--- config.mk ---
export PLATFORM = sky130hd
export DESIGN_NAME = color_keyed_blit_address_gen_flat
export DESIGN_NICKNAME = d
export VERILOG_FILES = /design/src/hdl/ckblit_pkg.sv /design/src/hdl/ckblit_if.sv /design/src/hdl/color_keyed_blit_address_gen.sv /design/src/flat_wrapper.sv
export SDC_FILE = /design/constraint.sdc
export NUM_CORES = 1
export LEC_CHECK = 0
export ABC_AREA = 1
export BUFFER_PORTS_ARGS = -buffer_cell sky130_fd_sc_hd__buf_2
export CORE_MARGIN = 5
export CORE_UTILIZATION = 50
export DETAILED_ROUTE_END_ITERATION = 6
export GPL_TIMING_DRIVEN = 0
export HOLD_SLACK_MARGIN = 0.08
export PLACE_DENSITY = 0.72
export SLEW_MARGIN = 20
export SYNTH_ARGS = -nofsm -noshare
export SYNTH_HDL_FRONTEND = slang
export SYNTH_SLANG_ARGS = --single-unit
export TNS_END_PERCENT = 1
--- constraint.sdc ---
create_clock -name clk -period 3.2 [get_ports clk]
set_input_delay 0.32 -clock clk [delete_from_list [all_inputs] [get_ports clk]]
set_output_delay 0.32 -clock clk [all_outputs]
set_load 0.02 [all_outputs]
--- src/hdl/ckblit_pkg.sv ---
// Package: shared types, constants and register indexes of the color-keyed blit address generator
`default_nettype none

package ckblit_pkg;

  // Screen geometry and color key
  localparam logic [7:0] KEY_COLOR   = 8'hE3;
  localparam logic [8:0] LAST_ROW    = 9'd191;
  localparam int         COL_W       = 17;
  localparam logic [COL_W-1:0] LAST_COLUMN = 17'd255;

  // APB register map
  localparam int ADDR_W = 4;
  localparam int DATA_W = 32;

  typedef logic [7:0]  pixel_t;
  typedef logic [1:0]  bank_t;
  typedef logic [13:0] offset_t;
  typedef logic [15:0] width_t;
  typedef logic [7:0]  coord_t;

  // Register index, taken from paddr[3:2]
  typedef enum logic [1:0] {
    REG_DEST_X       = 2'd0,
    REG_DEST_Y       = 2'd1,
    REG_IMAGE_WIDTH  = 2'd2,
    REG_IMAGE_HEIGHT = 2'd3
  } reg_idx_t;

  // One result transaction
  typedef struct packed {
    logic    write_enable;
    bank_t   bank_select;
    offset_t bank_offset;
    pixel_t  pixel_out;
    logic    last_pixel;
  } result_t;

endpackage

`default_nettype wire

--- src/hdl/ckblit_if.sv ---
// Interfaces: pixel input channel and address result channel
`default_nettype none

interface ckblit_pix_if import ckblit_pkg::*; ();
  logic   valid;
  logic   ready;
  pixel_t pixel_in;

  modport source (output valid, output pixel_in, input ready);
  modport sink   (input valid, input pixel_in, output ready);
endinterface

interface ckblit_res_if import ckblit_pkg::*; ();
  logic    valid;
  logic    ready;
  logic    write_enable;
  bank_t   bank_select;
  offset_t bank_offset;
  pixel_t  pixel_out;
  logic    last_pixel;

  modport source (output valid, output write_enable, output bank_select,
                  output bank_offset, output pixel_out, output last_pixel,
                  input ready);
  modport sink   (input valid, input write_enable, input bank_select,
                  input bank_offset, input pixel_out, input last_pixel,
                  output ready);
endinterface

`default_nettype wire

--- src/hdl/color_keyed_blit_address_gen.sv ---
// An accepted pixel's result is registered in the output or, on a stall, the skid stage.
// Throughput: one pixel per cycle while the skid stage is empty; the result register
// and a one-entry skid stage let the input take one more pixel after the output stalls.
// The address math is one add and compare between the input port and the result register.
// Reset (rst, synchronous): counters to zero, dest_x/dest_y to 0, width/height to 1,
// result and skid stages empty.
`default_nettype none

module color_keyed_blit_address_gen import ckblit_pkg::*; (
  input  wire logic               clk,
  input  wire logic               rst,
  // APB configuration port
  input  wire logic               psel,
  input  wire logic               penable,
  input  wire logic               pwrite,
  input  wire logic [ADDR_W-1:0]  paddr,
  input  wire logic [DATA_W-1:0]  pwdata,
  output logic      [DATA_W-1:0]  prdata,
  output logic                    pready,
  // Streams
  ckblit_pix_if.sink              pixel_stream,
  ckblit_res_if.source            result_stream
);

  // Configuration registers
  coord_t dest_x;
  coord_t dest_y;
  width_t image_width;
  coord_t image_height;

  // Image position counters
  width_t column_count;
  coord_t row_count;
  width_t column_count_next;
  coord_t row_count_next;

  // Output stages
  logic    out_valid;
  logic    skid_valid;
  result_t out_data;
  result_t skid_data;

  reg_idx_t reg_idx;
  logic     cfg_write;
  logic     accept;
  logic     pop;
  result_t  result;

  logic             empty_image;
  logic [8:0]       row;
  logic [COL_W-1:0] col;
  logic             end_col;
  logic             end_row;
  logic             visible;

  assign pready    = 1'b1;
  assign reg_idx   = reg_idx_t'(paddr[3:2]);
  assign cfg_write = psel && penable && pwrite && pready;

  // Register write
  always_ff @(posedge clk) begin
    if (rst) begin
      dest_x       <= '0;
      dest_y       <= '0;
      image_width  <= width_t'(1);
      image_height <= coord_t'(1);
    end else if (cfg_write) begin
      unique case (reg_idx)
        REG_DEST_X:       dest_x       <= pwdata[7:0];
        REG_DEST_Y:       dest_y       <= pwdata[7:0];
        REG_IMAGE_WIDTH:  image_width  <= pwdata[15:0];
        REG_IMAGE_HEIGHT: image_height <= pwdata[7:0];
        default: ;
      endcase
    end
  end

  // Register readback
  always_comb begin
    prdata = '0;
    unique case (reg_idx)
      REG_DEST_X:       prdata = {24'd0, dest_x};
      REG_DEST_Y:       prdata = {24'd0, dest_y};
      REG_IMAGE_WIDTH:  prdata = {16'd0, image_width};
      REG_IMAGE_HEIGHT: prdata = {24'd0, image_height};
      default:          prdata = '0;
    endcase
  end

  // Handshake: input stalls only once the skid stage is holding a result
  assign pixel_stream.ready = !skid_valid;
  assign accept             = pixel_stream.valid && !skid_valid;
  assign pop                = out_valid && result_stream.ready;

  // Screen position and clipping
  assign empty_image = (image_width == '0) || (image_height == '0);
  assign row     = {1'b0, dest_y} + {1'b0, row_count};
  assign col     = {1'b0, column_count} + {9'd0, dest_x};
  assign end_col = column_count >= (image_width - width_t'(1));
  assign end_row = row_count >= (image_height - coord_t'(1));
  assign visible = !empty_image && ({1'b0, dest_y} <= LAST_ROW) && (row <= LAST_ROW) &&
                   (col <= LAST_COLUMN) && (pixel_stream.pixel_in != KEY_COLOR);

  always_comb begin
    result.write_enable = visible;
    result.bank_select  = visible ? row[7:6] : '0;
    result.bank_offset  = visible ? {row[5:0], col[7:0]} : '0;
    result.pixel_out    = pixel_stream.pixel_in;
    result.last_pixel   = empty_image || (end_col && end_row);
  end

  // Counter update
  always_comb begin
    column_count_next = column_count;
    row_count_next    = row_count;
    if (empty_image) begin
      column_count_next = '0;
      row_count_next    = '0;
    end else if (end_col) begin
      column_count_next = '0;
      row_count_next    = end_row ? '0 : row_count + coord_t'(1);
    end else begin
      column_count_next = column_count + width_t'(1);
    end
  end

  always_ff @(posedge clk) begin
    if (rst) begin
      column_count <= '0;
      row_count    <= '0;
    end else if (accept) begin
      column_count <= column_count_next;
      row_count    <= row_count_next;
    end
  end

  // Output register and skid stage: control
  always_ff @(posedge clk) begin
    if (rst) begin
      out_valid  <= 1'b0;
      skid_valid <= 1'b0;
    end else if (skid_valid) begin
      if (pop) begin
        skid_valid <= 1'b0;
      end
    end else if (accept) begin
      if (out_valid && !pop) begin
        skid_valid <= 1'b1;
      end else begin
        out_valid <= 1'b1;
      end
    end else if (pop) begin
      out_valid <= 1'b0;
    end
  end

  // Output register and skid stage: payload
  always_ff @(posedge clk) begin
    if (skid_valid) begin
      if (pop) begin
        out_data <= skid_data;
      end
    end else if (accept) begin
      if (out_valid && !pop) begin
        skid_data <= result;
      end else begin
        out_data <= result;
      end
    end
  end

  assign result_stream.valid        = out_valid;
  assign result_stream.write_enable = out_data.write_enable;
  assign result_stream.bank_select  = out_data.bank_select;
  assign result_stream.bank_offset  = out_data.bank_offset;
  assign result_stream.pixel_out    = out_data.pixel_out;
  assign result_stream.last_pixel   = out_data.last_pixel;

endmodule

`default_nettype wire

--- src/flat_wrapper.sv ---
// flat-port wrapper written by rule: the top's interface ports become plain ports
module color_keyed_blit_address_gen_flat import ckblit_pkg::*;
  (clk, rst, psel, penable, pwrite, paddr, pwdata, prdata, pready, pixel_stream_valid, pixel_stream_pixel_in, pixel_stream_ready, result_stream_valid, result_stream_write_enable, result_stream_bank_select, result_stream_bank_offset, result_stream_pixel_out, result_stream_last_pixel, result_stream_ready);
  ckblit_pix_if pixel_stream_i ();
  ckblit_res_if result_stream_i ();
  input  wire logic clk;
  input  wire logic rst;
  input  wire logic psel;
  input  wire logic penable;
  input  wire logic pwrite;
  input  wire logic [ADDR_W-1:0] paddr;
  input  wire logic [DATA_W-1:0] pwdata;
  output logic      [DATA_W-1:0] prdata;
  output logic pready;
  input wire logic [$bits(pixel_stream_i.valid)-1:0] pixel_stream_valid;
  input wire logic [$bits(pixel_stream_i.pixel_in)-1:0] pixel_stream_pixel_in;
  output wire logic [$bits(pixel_stream_i.ready)-1:0] pixel_stream_ready;
  output wire logic [$bits(result_stream_i.valid)-1:0] result_stream_valid;
  output wire logic [$bits(result_stream_i.write_enable)-1:0] result_stream_write_enable;
  output wire logic [$bits(result_stream_i.bank_select)-1:0] result_stream_bank_select;
  output wire logic [$bits(result_stream_i.bank_offset)-1:0] result_stream_bank_offset;
  output wire logic [$bits(result_stream_i.pixel_out)-1:0] result_stream_pixel_out;
  output wire logic [$bits(result_stream_i.last_pixel)-1:0] result_stream_last_pixel;
  input wire logic [$bits(result_stream_i.ready)-1:0] result_stream_ready;
  assign pixel_stream_i.valid = pixel_stream_valid;
  assign pixel_stream_i.pixel_in = pixel_stream_pixel_in;
  assign pixel_stream_ready = pixel_stream_i.ready;
  assign result_stream_valid = result_stream_i.valid;
  assign result_stream_write_enable = result_stream_i.write_enable;
  assign result_stream_bank_select = result_stream_i.bank_select;
  assign result_stream_bank_offset = result_stream_i.bank_offset;
  assign result_stream_pixel_out = result_stream_i.pixel_out;
  assign result_stream_last_pixel = result_stream_i.last_pixel;
  assign result_stream_i.ready = result_stream_ready;
  color_keyed_blit_address_gen u_core (.clk(clk), .rst(rst), .psel(psel), .penable(penable), .pwrite(pwrite), .paddr(paddr), .pwdata(pwdata), .prdata(prdata), .pready(pready), .pixel_stream(pixel_stream_i), .result_stream(result_stream_i));
endmodule
==> impl_metrics.tcl, run 1 <==
set metrics [dict create \
    io_buffers 75 \
    grt_overflow 0 \
    p_total_uw 4228 \
    timing.critical_path.arrival_ps 3370 \
    run_status "finished clean" \
    ctsLongestPathBuffers 2 \
    grt_start_max_net_pins 27 \
    fin_util 0.6093 \
    cts_htree_levels 4 \
    rr_startpoint "u_core.image_width[0]$_SDFFE_PP1P_" \
    yosysSeqAreaShare 0.4024 \
    whs_ps 94.72 \
    ys_warn_count 0 \
    cp_max_fo 10 \
    syn_area_per_cell_um2 7.628 \
    synth_top_area_share 0.2180 \
    detail_route.wirelength_um 17610 \
    yosys_most_used_dff "sky130_fd_sc_hd__dfxtp_1" \
    synth-edff-count 52 \
    detailed_place_hpwl_um 13450 \
    drive_above_1_share 0.1587 \
    period_minus_slack_ps 3066 \
    ys_top_cells_by_count "sky130_fd_sc_hd__nand2_1 (226), sky130_fd_sc_hd__nor2_1 (128), sky130_fd_sc_hd__inv_1 (98), sky130_fd_sc_hd__dfxtp_1 (66), sky130_fd_sc_hd__edfxtp_1 (52)" \
    placedCellCount 1209 \
    groute.usage.overall 0.2181 \
    grt_pass1_vias 5976 \
    timing.setup.critical_path_class "reg2reg" \
    grt_antenna_before_repair 0 \
    post_synth_inst_count 939 \
    clock-sinks 118 \
    maxCapViolCount 0 \
    timing.final.hold_violations 0 \
    syn_to_final_growth_pct 18.99 \
    dieWidth_um 129.7 \
    worst_ep_required_time_ps 3500 \
    syn_area_mm2 0.007163 \
    period_share 0.9581 \
    ant_nets 0 \
    timing.hold.worst.class "in2reg" \
    clock_tree.root_cell "sky130_fd_sc_hd__clkbuf_16" \
    floorplan.initialDensity 0.5121 \
    finClkSkew_ps 10.67 \
    power.static_leakage_uw 0.003902 \
    fp-row-count 43 \
    setup_viols_final 0 \
    die_height_um 129.7 \
    clock_insertion_delay_at_the_later_pin_of_the_skew_report_ps 430 \
    finalMaxSlewViolations 0 \
    vias 6339 \
    synthDistinctLibCells 40 \
    synth.area.top_cells "sky130_fd_sc_hd__edfxtp_1 (22%), sky130_fd_sc_hd__dfxtp_1 (18%), sky130_fd_sc_hd__nand2_1 (12%)" \
    async_reset_ff_frac 0 \
    die-area_mm2 0.01682 \
    starting_drc_count_in_detailed_routing 360 \
    fin_cells 1245 \
    timing.critical_path.from_type "flop" \
    n_antenna_cell 0 \
    firstDrtPassIters 4 \
    clk_pin_slew_worst_paths_ps 60 \
    setup.worst_path.end_class "flop" \
    worstMarginPinSlew_ps 1032 \
    max_clock_freq_mhz 326.2 \
    synth.ff_latch_count 118 \
    netlist.top_cell.by_area "sky130_fd_sc_hd__edfxtp_1" \
    cts-buffers-inserted 17 \
    unrepaired_setup_endpoints_after_global_routing "yes" \
    min-delay-start "pixel_stream_pixel_in[7]" \
    core_area_mm2 0.01399 \
    power.ir.vdd_worst_mv 0.6160 \
    design.final.nets 1151 \
    slew-limit-headroom 0.3114 \
    route.detailed.drc 0 \
    cts_tree "built" \
    drt-wirelength-per-cell_um 14.14 \
    io-pin-count 112 \
    gp_routability_congestion 0.9092 \
    crit_path_launch "u_core.image_width[0]$_SDFFE_PP1P_" \
    yosys.cell_count.top_type "sky130_fd_sc_hd__nand2_1" \
    post_drt_via_cell_ratio 5.092 \
    power_per_cell_area_mw_per_mm2 496.1 \
    global_route_wire_length_before_repair_um 28880 \
]
metal layers:
layer	up-vias	share of wire	track usage
li1	3287	-	-
met1	2840	0.46	0.2932
met2	182	0.46	0.3530
met3	30	0.056	0.04421
met4	0	0.019	0.07457
met5	-	0	0
cell type report:
type,instances,area [µm²]
timing repair buffer,79,412.9
fill,1290,5465
inverter,108,405.4
tap,180,225.2
sequential,118,2884
clock inverter,13,173.9
clock buffer,19,432.9
multi-input combinational,692,3756
buffer,36,232.7
final timing paths:
check        cells past startpoint  slack, ps                             endpoint
max                             19        130     u_core.row_count[2]$_SDFFE_PP0P_
min                              1         90        u_core.skid_data[8]$_DFFE_PP_
max reg2reg                     19        130     u_core.row_count[2]$_SDFFE_PP0P_
min reg2reg                      2        500  u_core.image_width[11]$_SDFFE_PP0P_
worst max-delay path, stage by stage, from the launching register on:
cell and delay, ps:
sky130_fd_sc_hd__dfxtp_1 320, sky130_fd_sc_hd__inv_2 110, sky130_fd_sc_hd__nand2_1 110, sky130_fd_sc_hd__nor3_2 170
sky130_fd_sc_hd__nand2_1 120, sky130_fd_sc_hd__nor2_2 120, sky130_fd_sc_hd__nand4_1 160, sky130_fd_sc_hd__nor2_2 170
sky130_fd_sc_hd__nand3_1 90, sky130_fd_sc_hd__xor2_1 160, sky130_fd_sc_hd__ha_1 300, sky130_fd_sc_hd__a21oi_1 140
sky130_fd_sc_hd__o21ai_0 110, sky130_fd_sc_hd__a21oi_2 190, sky130_fd_sc_hd__nand4_1 190, sky130_fd_sc_hd__nand2_2 130
sky130_fd_sc_hd__buf_6 150, sky130_fd_sc_hd__inv_2 70, sky130_fd_sc_hd__nand2_1 60, sky130_fd_sc_hd__a21oi_1 60
registers in the layout, summed over array words and instances, names as in the netlist:
| register | flops |
|---|---|
| u_core.dest_y | 8 |
| u_core.result_stream.valid | 1 |
| u_core.skid_valid | 1 |
| u_core.result_stream.bank_select | 2 |
| u_core.dest_x | 8 |
| u_core.result_stream.write_enable | 1 |
| u_core.image_width | 16 |
| u_core.column_count | 16 |
| u_core.result_stream.pixel_out | 8 |
| u_core.skid_data | 26 |
| u_core.image_height | 8 |
| u_core.row_count | 8 |
| u_core.result_stream.last_pixel | 1 |
| u_core.result_stream.bank_offset | 14 |
placed cells by master, fill, tap and decap left out, types with 7 or more instances in the layout:
cell / Yosys / layout
sky130_fd_sc_hd__a21oi_1: 49 / 48
sky130_fd_sc_hd__buf_2: 2 / 75
sky130_fd_sc_hd__buf_4: 19 / 20
sky130_fd_sc_hd__clkbuf_1: 13 / 15
sky130_fd_sc_hd__clkbuf_16: 0 / 17
sky130_fd_sc_hd__clkinv_4: 0 / 7
sky130_fd_sc_hd__conb_1: 2 / 17
sky130_fd_sc_hd__dfxtp_1: 66 / 65
sky130_fd_sc_hd__edfxtp_1: 52 / 52
sky130_fd_sc_hd__ha_1: 46 / 46
sky130_fd_sc_hd__inv_1: 98 / 96
sky130_fd_sc_hd__inv_2: 8 / 10
sky130_fd_sc_hd__nand2_1: 226 / 223
sky130_fd_sc_hd__nand2_2: 4 / 7
sky130_fd_sc_hd__nand3_1: 47 / 47
sky130_fd_sc_hd__nand4_1: 33 / 33
sky130_fd_sc_hd__nor2_1: 128 / 125
sky130_fd_sc_hd__nor2_4: 10 / 12
sky130_fd_sc_hd__nor3_1: 12 / 10
sky130_fd_sc_hd__o21ai_0: 50 / 50
sky130_fd_sc_hd__xor2_1: 34 / 34
kinds of logic (layout without fill, tap and decap cells):
logic type	Yosys count	after routing	share of synthesized area
other	2	17	0.001048
buffers and inverters	144	255	0.08734
XOR/XNOR	39	39	0.04769
flip-flops	118	118	0.4024
AND/OR/NAND/NOR	472	472	0.2882
adder cells (fa/ha/maj)	48	48	0.08594
AO/OA/AOI/OAI	116	116	0.08734
repair_timing:
item,4_1_cts,5_1_grt
pin swaps,0,4
setup endpoints to repair,24,21
hold endpoints to repair,3,0
resized for setup,9,8
hold buffers,3,0
buffers inserted,0,1
metrics by stage:
stage | area, µm² | setup slack [ps] | setup TNS (ps)
after CTS | 8488 | 8.858 | 0
after detailed placement | 7828 | -299.3 | -4622
final | 8523 | 134.1 | 0
after floorplan | 7219 | 381.9 | 0
after global placement | 7820 | -285.5 | -4217
after global routing | 8523 | -112.9 | -1246
power breakdown:
part,switching (µW),internal [µW],leakage (µW)
combinational,371,192,0.00258
sequential,36.0,1650,0.00102
clock,748,1230,0.000296
Power figures use the tool's default switching activity.
==> run 2, diff against run 1 <==
--- a/config.mk
+++ b/config.mk
@@ -9,10 +9,11 @@
 export BUFFER_PORTS_ARGS = -buffer_cell sky130_fd_sc_hd__buf_2
 export CORE_MARGIN = 5
 export CORE_UTILIZATION = 50
+export CTS_BUF_LIST = sky130_fd_sc_hd__clkbuf_16
 export DETAILED_ROUTE_END_ITERATION = 6
 export GPL_TIMING_DRIVEN = 0
 export HOLD_SLACK_MARGIN = 0.08
-export PLACE_DENSITY = 0.72
+export PLACE_DENSITY = 0.73
 export SLEW_MARGIN = 20
 export SYNTH_ARGS = -nofsm -noshare
 export SYNTH_HDL_FRONTEND = slang
==> run 2 against run 1 <==
Effect of this change:
- sequential share of layout area is 0.20 points lower
- non-clock buffer count increased by 1
- power fell by 0.36%
- fmax is 0.14% lower
- clock power about the same
- final area grew 0.72%
- wire length shrank 0.35%
- largest cell class unchanged
- largest power group unchanged
==> impl_metrics.tcl, run 2 (synthesis gave the netlist of run 1 again) <==
set metrics [dict create \
    max_clock_freq_mhz 325.7 \
    largest_registers "u_core.skid_data (26), u_core.column_count (16), u_core.image_width (16)" \
    io-pin-count 112 \
    p_clk_frac 0.466 \
    starting_drc_count_in_detailed_routing 432 \
    maxCapViolCount 0 \
    slew-limit-headroom 0.3357 \
    gp_routability_congestion 0.9162 \
    grt_start_max_net_pins 27 \
    cp_max_fo 5 \
    finalSetupTns_ps 0 \
    grt_pass1_vias 5900 \
    power.static_leakage_uw 0.003917 \
    drive_above_1_share 0.1745 \
    layout.cells.most_common "sky130_fd_sc_hd__nand2_1" \
    die-area_mm2 0.01682 \
    floorplan.initialDensity 0.5121 \
    p_total_uw 4213 \
    fp-row-count 43 \
    groute.usage.overall 0.2139 \
    timing.setup.critical_path_class "reg2reg" \
    ant_nets 0 \
    worstMarginPinSlew_ps 995.3 \
    power.share.switching 0.2834 \
    finClkSkew_ps 10.09 \
    clock_insertion_delay_at_the_later_pin_of_the_skew_report_ps 420 \
    n_antenna_cell 0 \
    clk_pin_slew_worst_paths_ps 60 \
    detailed_place_hpwl_um 13200 \
    setup.worst_path.end_class "flop" \
    setup_viols_final 0 \
    firstDrtPassIters 5 \
    worst_ep_required_time_ps 3560 \
    clock_tree.root_cell "sky130_fd_sc_hd__clkbuf_16" \
    clock-sinks 118 \
    global_route_wire_length_before_repair_um 28430 \
    period_share 0.9595 \
    timing.final.hold_violations 0 \
    power_per_cell_area_mw_per_mm2 490.7 \
    io_buffers 75 \
    timing.critical_path.arrival_ps 3430 \
    power.ir.vdd_worst_mv 0.3526 \
    timing.hold.worst.class "in2reg" \
    finalMaxSlewViolations 0 \
    syn_to_final_growth_pct 19.84 \
    die_height_um 129.7 \
    dieWidth_um 129.7 \
    post_drt_via_cell_ratio 5.120 \
    place_ws_ps -305.7 \
    core_area_mm2 0.01399 \
    unrepaired_setup_endpoints_after_global_routing "yes" \
    vias 6379 \
    share_seq_of_total_power 0.399 \
    run_status "finished clean" \
    ctsLongestPathBuffers 2 \
    drt-wirelength-per-cell_um 14.08 \
    grt_antenna_before_repair 0 \
    fin_ws_ps 129.8 \
    route.detailed.drc 0 \
    grt_overflow 0 \
    largest_register_ff_count 26 \
    cell_internal_pwr_uw 3019 \
    cts-buffers-inserted 17 \
    period_minus_slack_ps 3070 \
    cts_htree_levels 4 \
    detail_route.wirelength_um 17550 \
    design.final.nets 1152 \
    layout.cells.most_common_list "sky130_fd_sc_hd__nand2_1 (220), sky130_fd_sc_hd__nor2_1 (123), sky130_fd_sc_hd__inv_1 (96)" \
    fin_util 0.6137 \
    p_sw_uw 1194 \
    largest-register "u_core.skid_data" \
    combinationalPowerShare 0.135 \
    timing.critical_path.from_type "flop" \
    cts_tree "built" \
]
-- run 2: changes by cell type in the layout (fill, tap and decap cells not counted), moves of 3 or more --
cell,change
sky130_fd_sc_hd__nand3_2,+5
sky130_fd_sc_hd__clkinv_4,-4
sky130_fd_sc_hd__nand3_1,-5
sky130_fd_sc_hd__inv_8,+3
sky130_fd_sc_hd__inv_6,+5
sky130_fd_sc_hd__nand2_1,-3
-- run 2: power by group through the flow --
stage | sequential, µW | combinational (µW) | clock, µW
after floorplan | 1750 | 331 | 0
after CTS | 1680 | 534 | 1980
after global placement | 1710 | 512 | 0
final | 1680 | 567 | 1960
after global routing | 1690 | 625 | 2060
after detailed placement | 1710 | 522 | 0
-- run 2: worst max-delay path: stages, from the launching register on --
cell and delay (ps):
sky130_fd_sc_hd__dfxtp_4 370, sky130_fd_sc_hd__nor2_4 80, sky130_fd_sc_hd__nand2_2 80, sky130_fd_sc_hd__nor3_4 200, sky130_fd_sc_hd__nand2_2 90, sky130_fd_sc_hd__nor2_2 140, sky130_fd_sc_hd__nand4_1 140, sky130_fd_sc_hd__nor2_2 170
sky130_fd_sc_hd__nand3_1 90, sky130_fd_sc_hd__xor2_1 160, sky130_fd_sc_hd__ha_1 320, sky130_fd_sc_hd__nand2_2 90, sky130_fd_sc_hd__nor3_4 180, sky130_fd_sc_hd__nand3_2 110, sky130_fd_sc_hd__nand4_1 160, sky130_fd_sc_hd__nand2_2 130
sky130_fd_sc_hd__buf_6 160, sky130_fd_sc_hd__nor2_4 170, sky130_fd_sc_hd__nand3_2 100, sky130_fd_sc_hd__nand2_1 60
-- run 2: layer usage --
| metal | track usage | up-vias | routed length (µm) |
|---|---|---|---|
| met1 | 0.2843 | 2841 | 7910 |
| li1 | - | 3286 | - |
| met4 | 0.06785 | 0 | 369 |
| met3 | 0.04707 | 33 | 1085 |
| met5 | 0 | - | 0 |
| met2 | 0.3497 | 219 | 8182 |
-- run 2: final cells by class --
type	count	area, µm²
clock buffers	17	425.4
fillers	1288	5404
repair buffers	80	412.9
multi-input cells	692	3814
flip-flops and latches	118	2888
clock inverters	15	181.4
well taps	180	225.2
plain buffers	36	232.7
inverters	108	405.4
-- run 2: stage by stage --
stage / cell area, µm² / instances / hold slack [ps]
CTS: 8466 / 1242 / 82.13
global route: 8584 / 1246 / 81.71
finish: 8584 / 1246 / 96.17
detailed placement: 7828 / 1209 / 502.3
floorplan: 7219 / 954 / 418.9
global placement: 7820 / 1209 / 492.6
-- run 2: final timing paths --
check	startpoint	end	slack, ps	cells after the start
min	pixel_stream_pixel_in[2]	u_core.skid_data[3]$_DFFE_PP_	100	1
min reg2reg	u_core.image_width[11]$_SDFFE_PP0P_	u_core.image_width[11]$_SDFFE_PP0P_	500	2
max reg2reg	u_core.image_width[2]$_SDFFE_PP0P_	u_core.row_count[7]$_SDFFE_PP0P_	130	19
max	u_core.image_width[2]$_SDFFE_PP0P_	u_core.row_count[7]$_SDFFE_PP0P_	130	19
-- run 2: what timing repair did --
item / 4_1_cts / 5_1_grt
setup buffers: 0 / 3
hold buffers: 1 / 0
endpoints found under the hold margin: 1 / 0
resized for setup: 8 / 27
pin swaps: 0 / 14
gates cloned: 0 / 1
endpoints found under the setup margin: 23 / 20
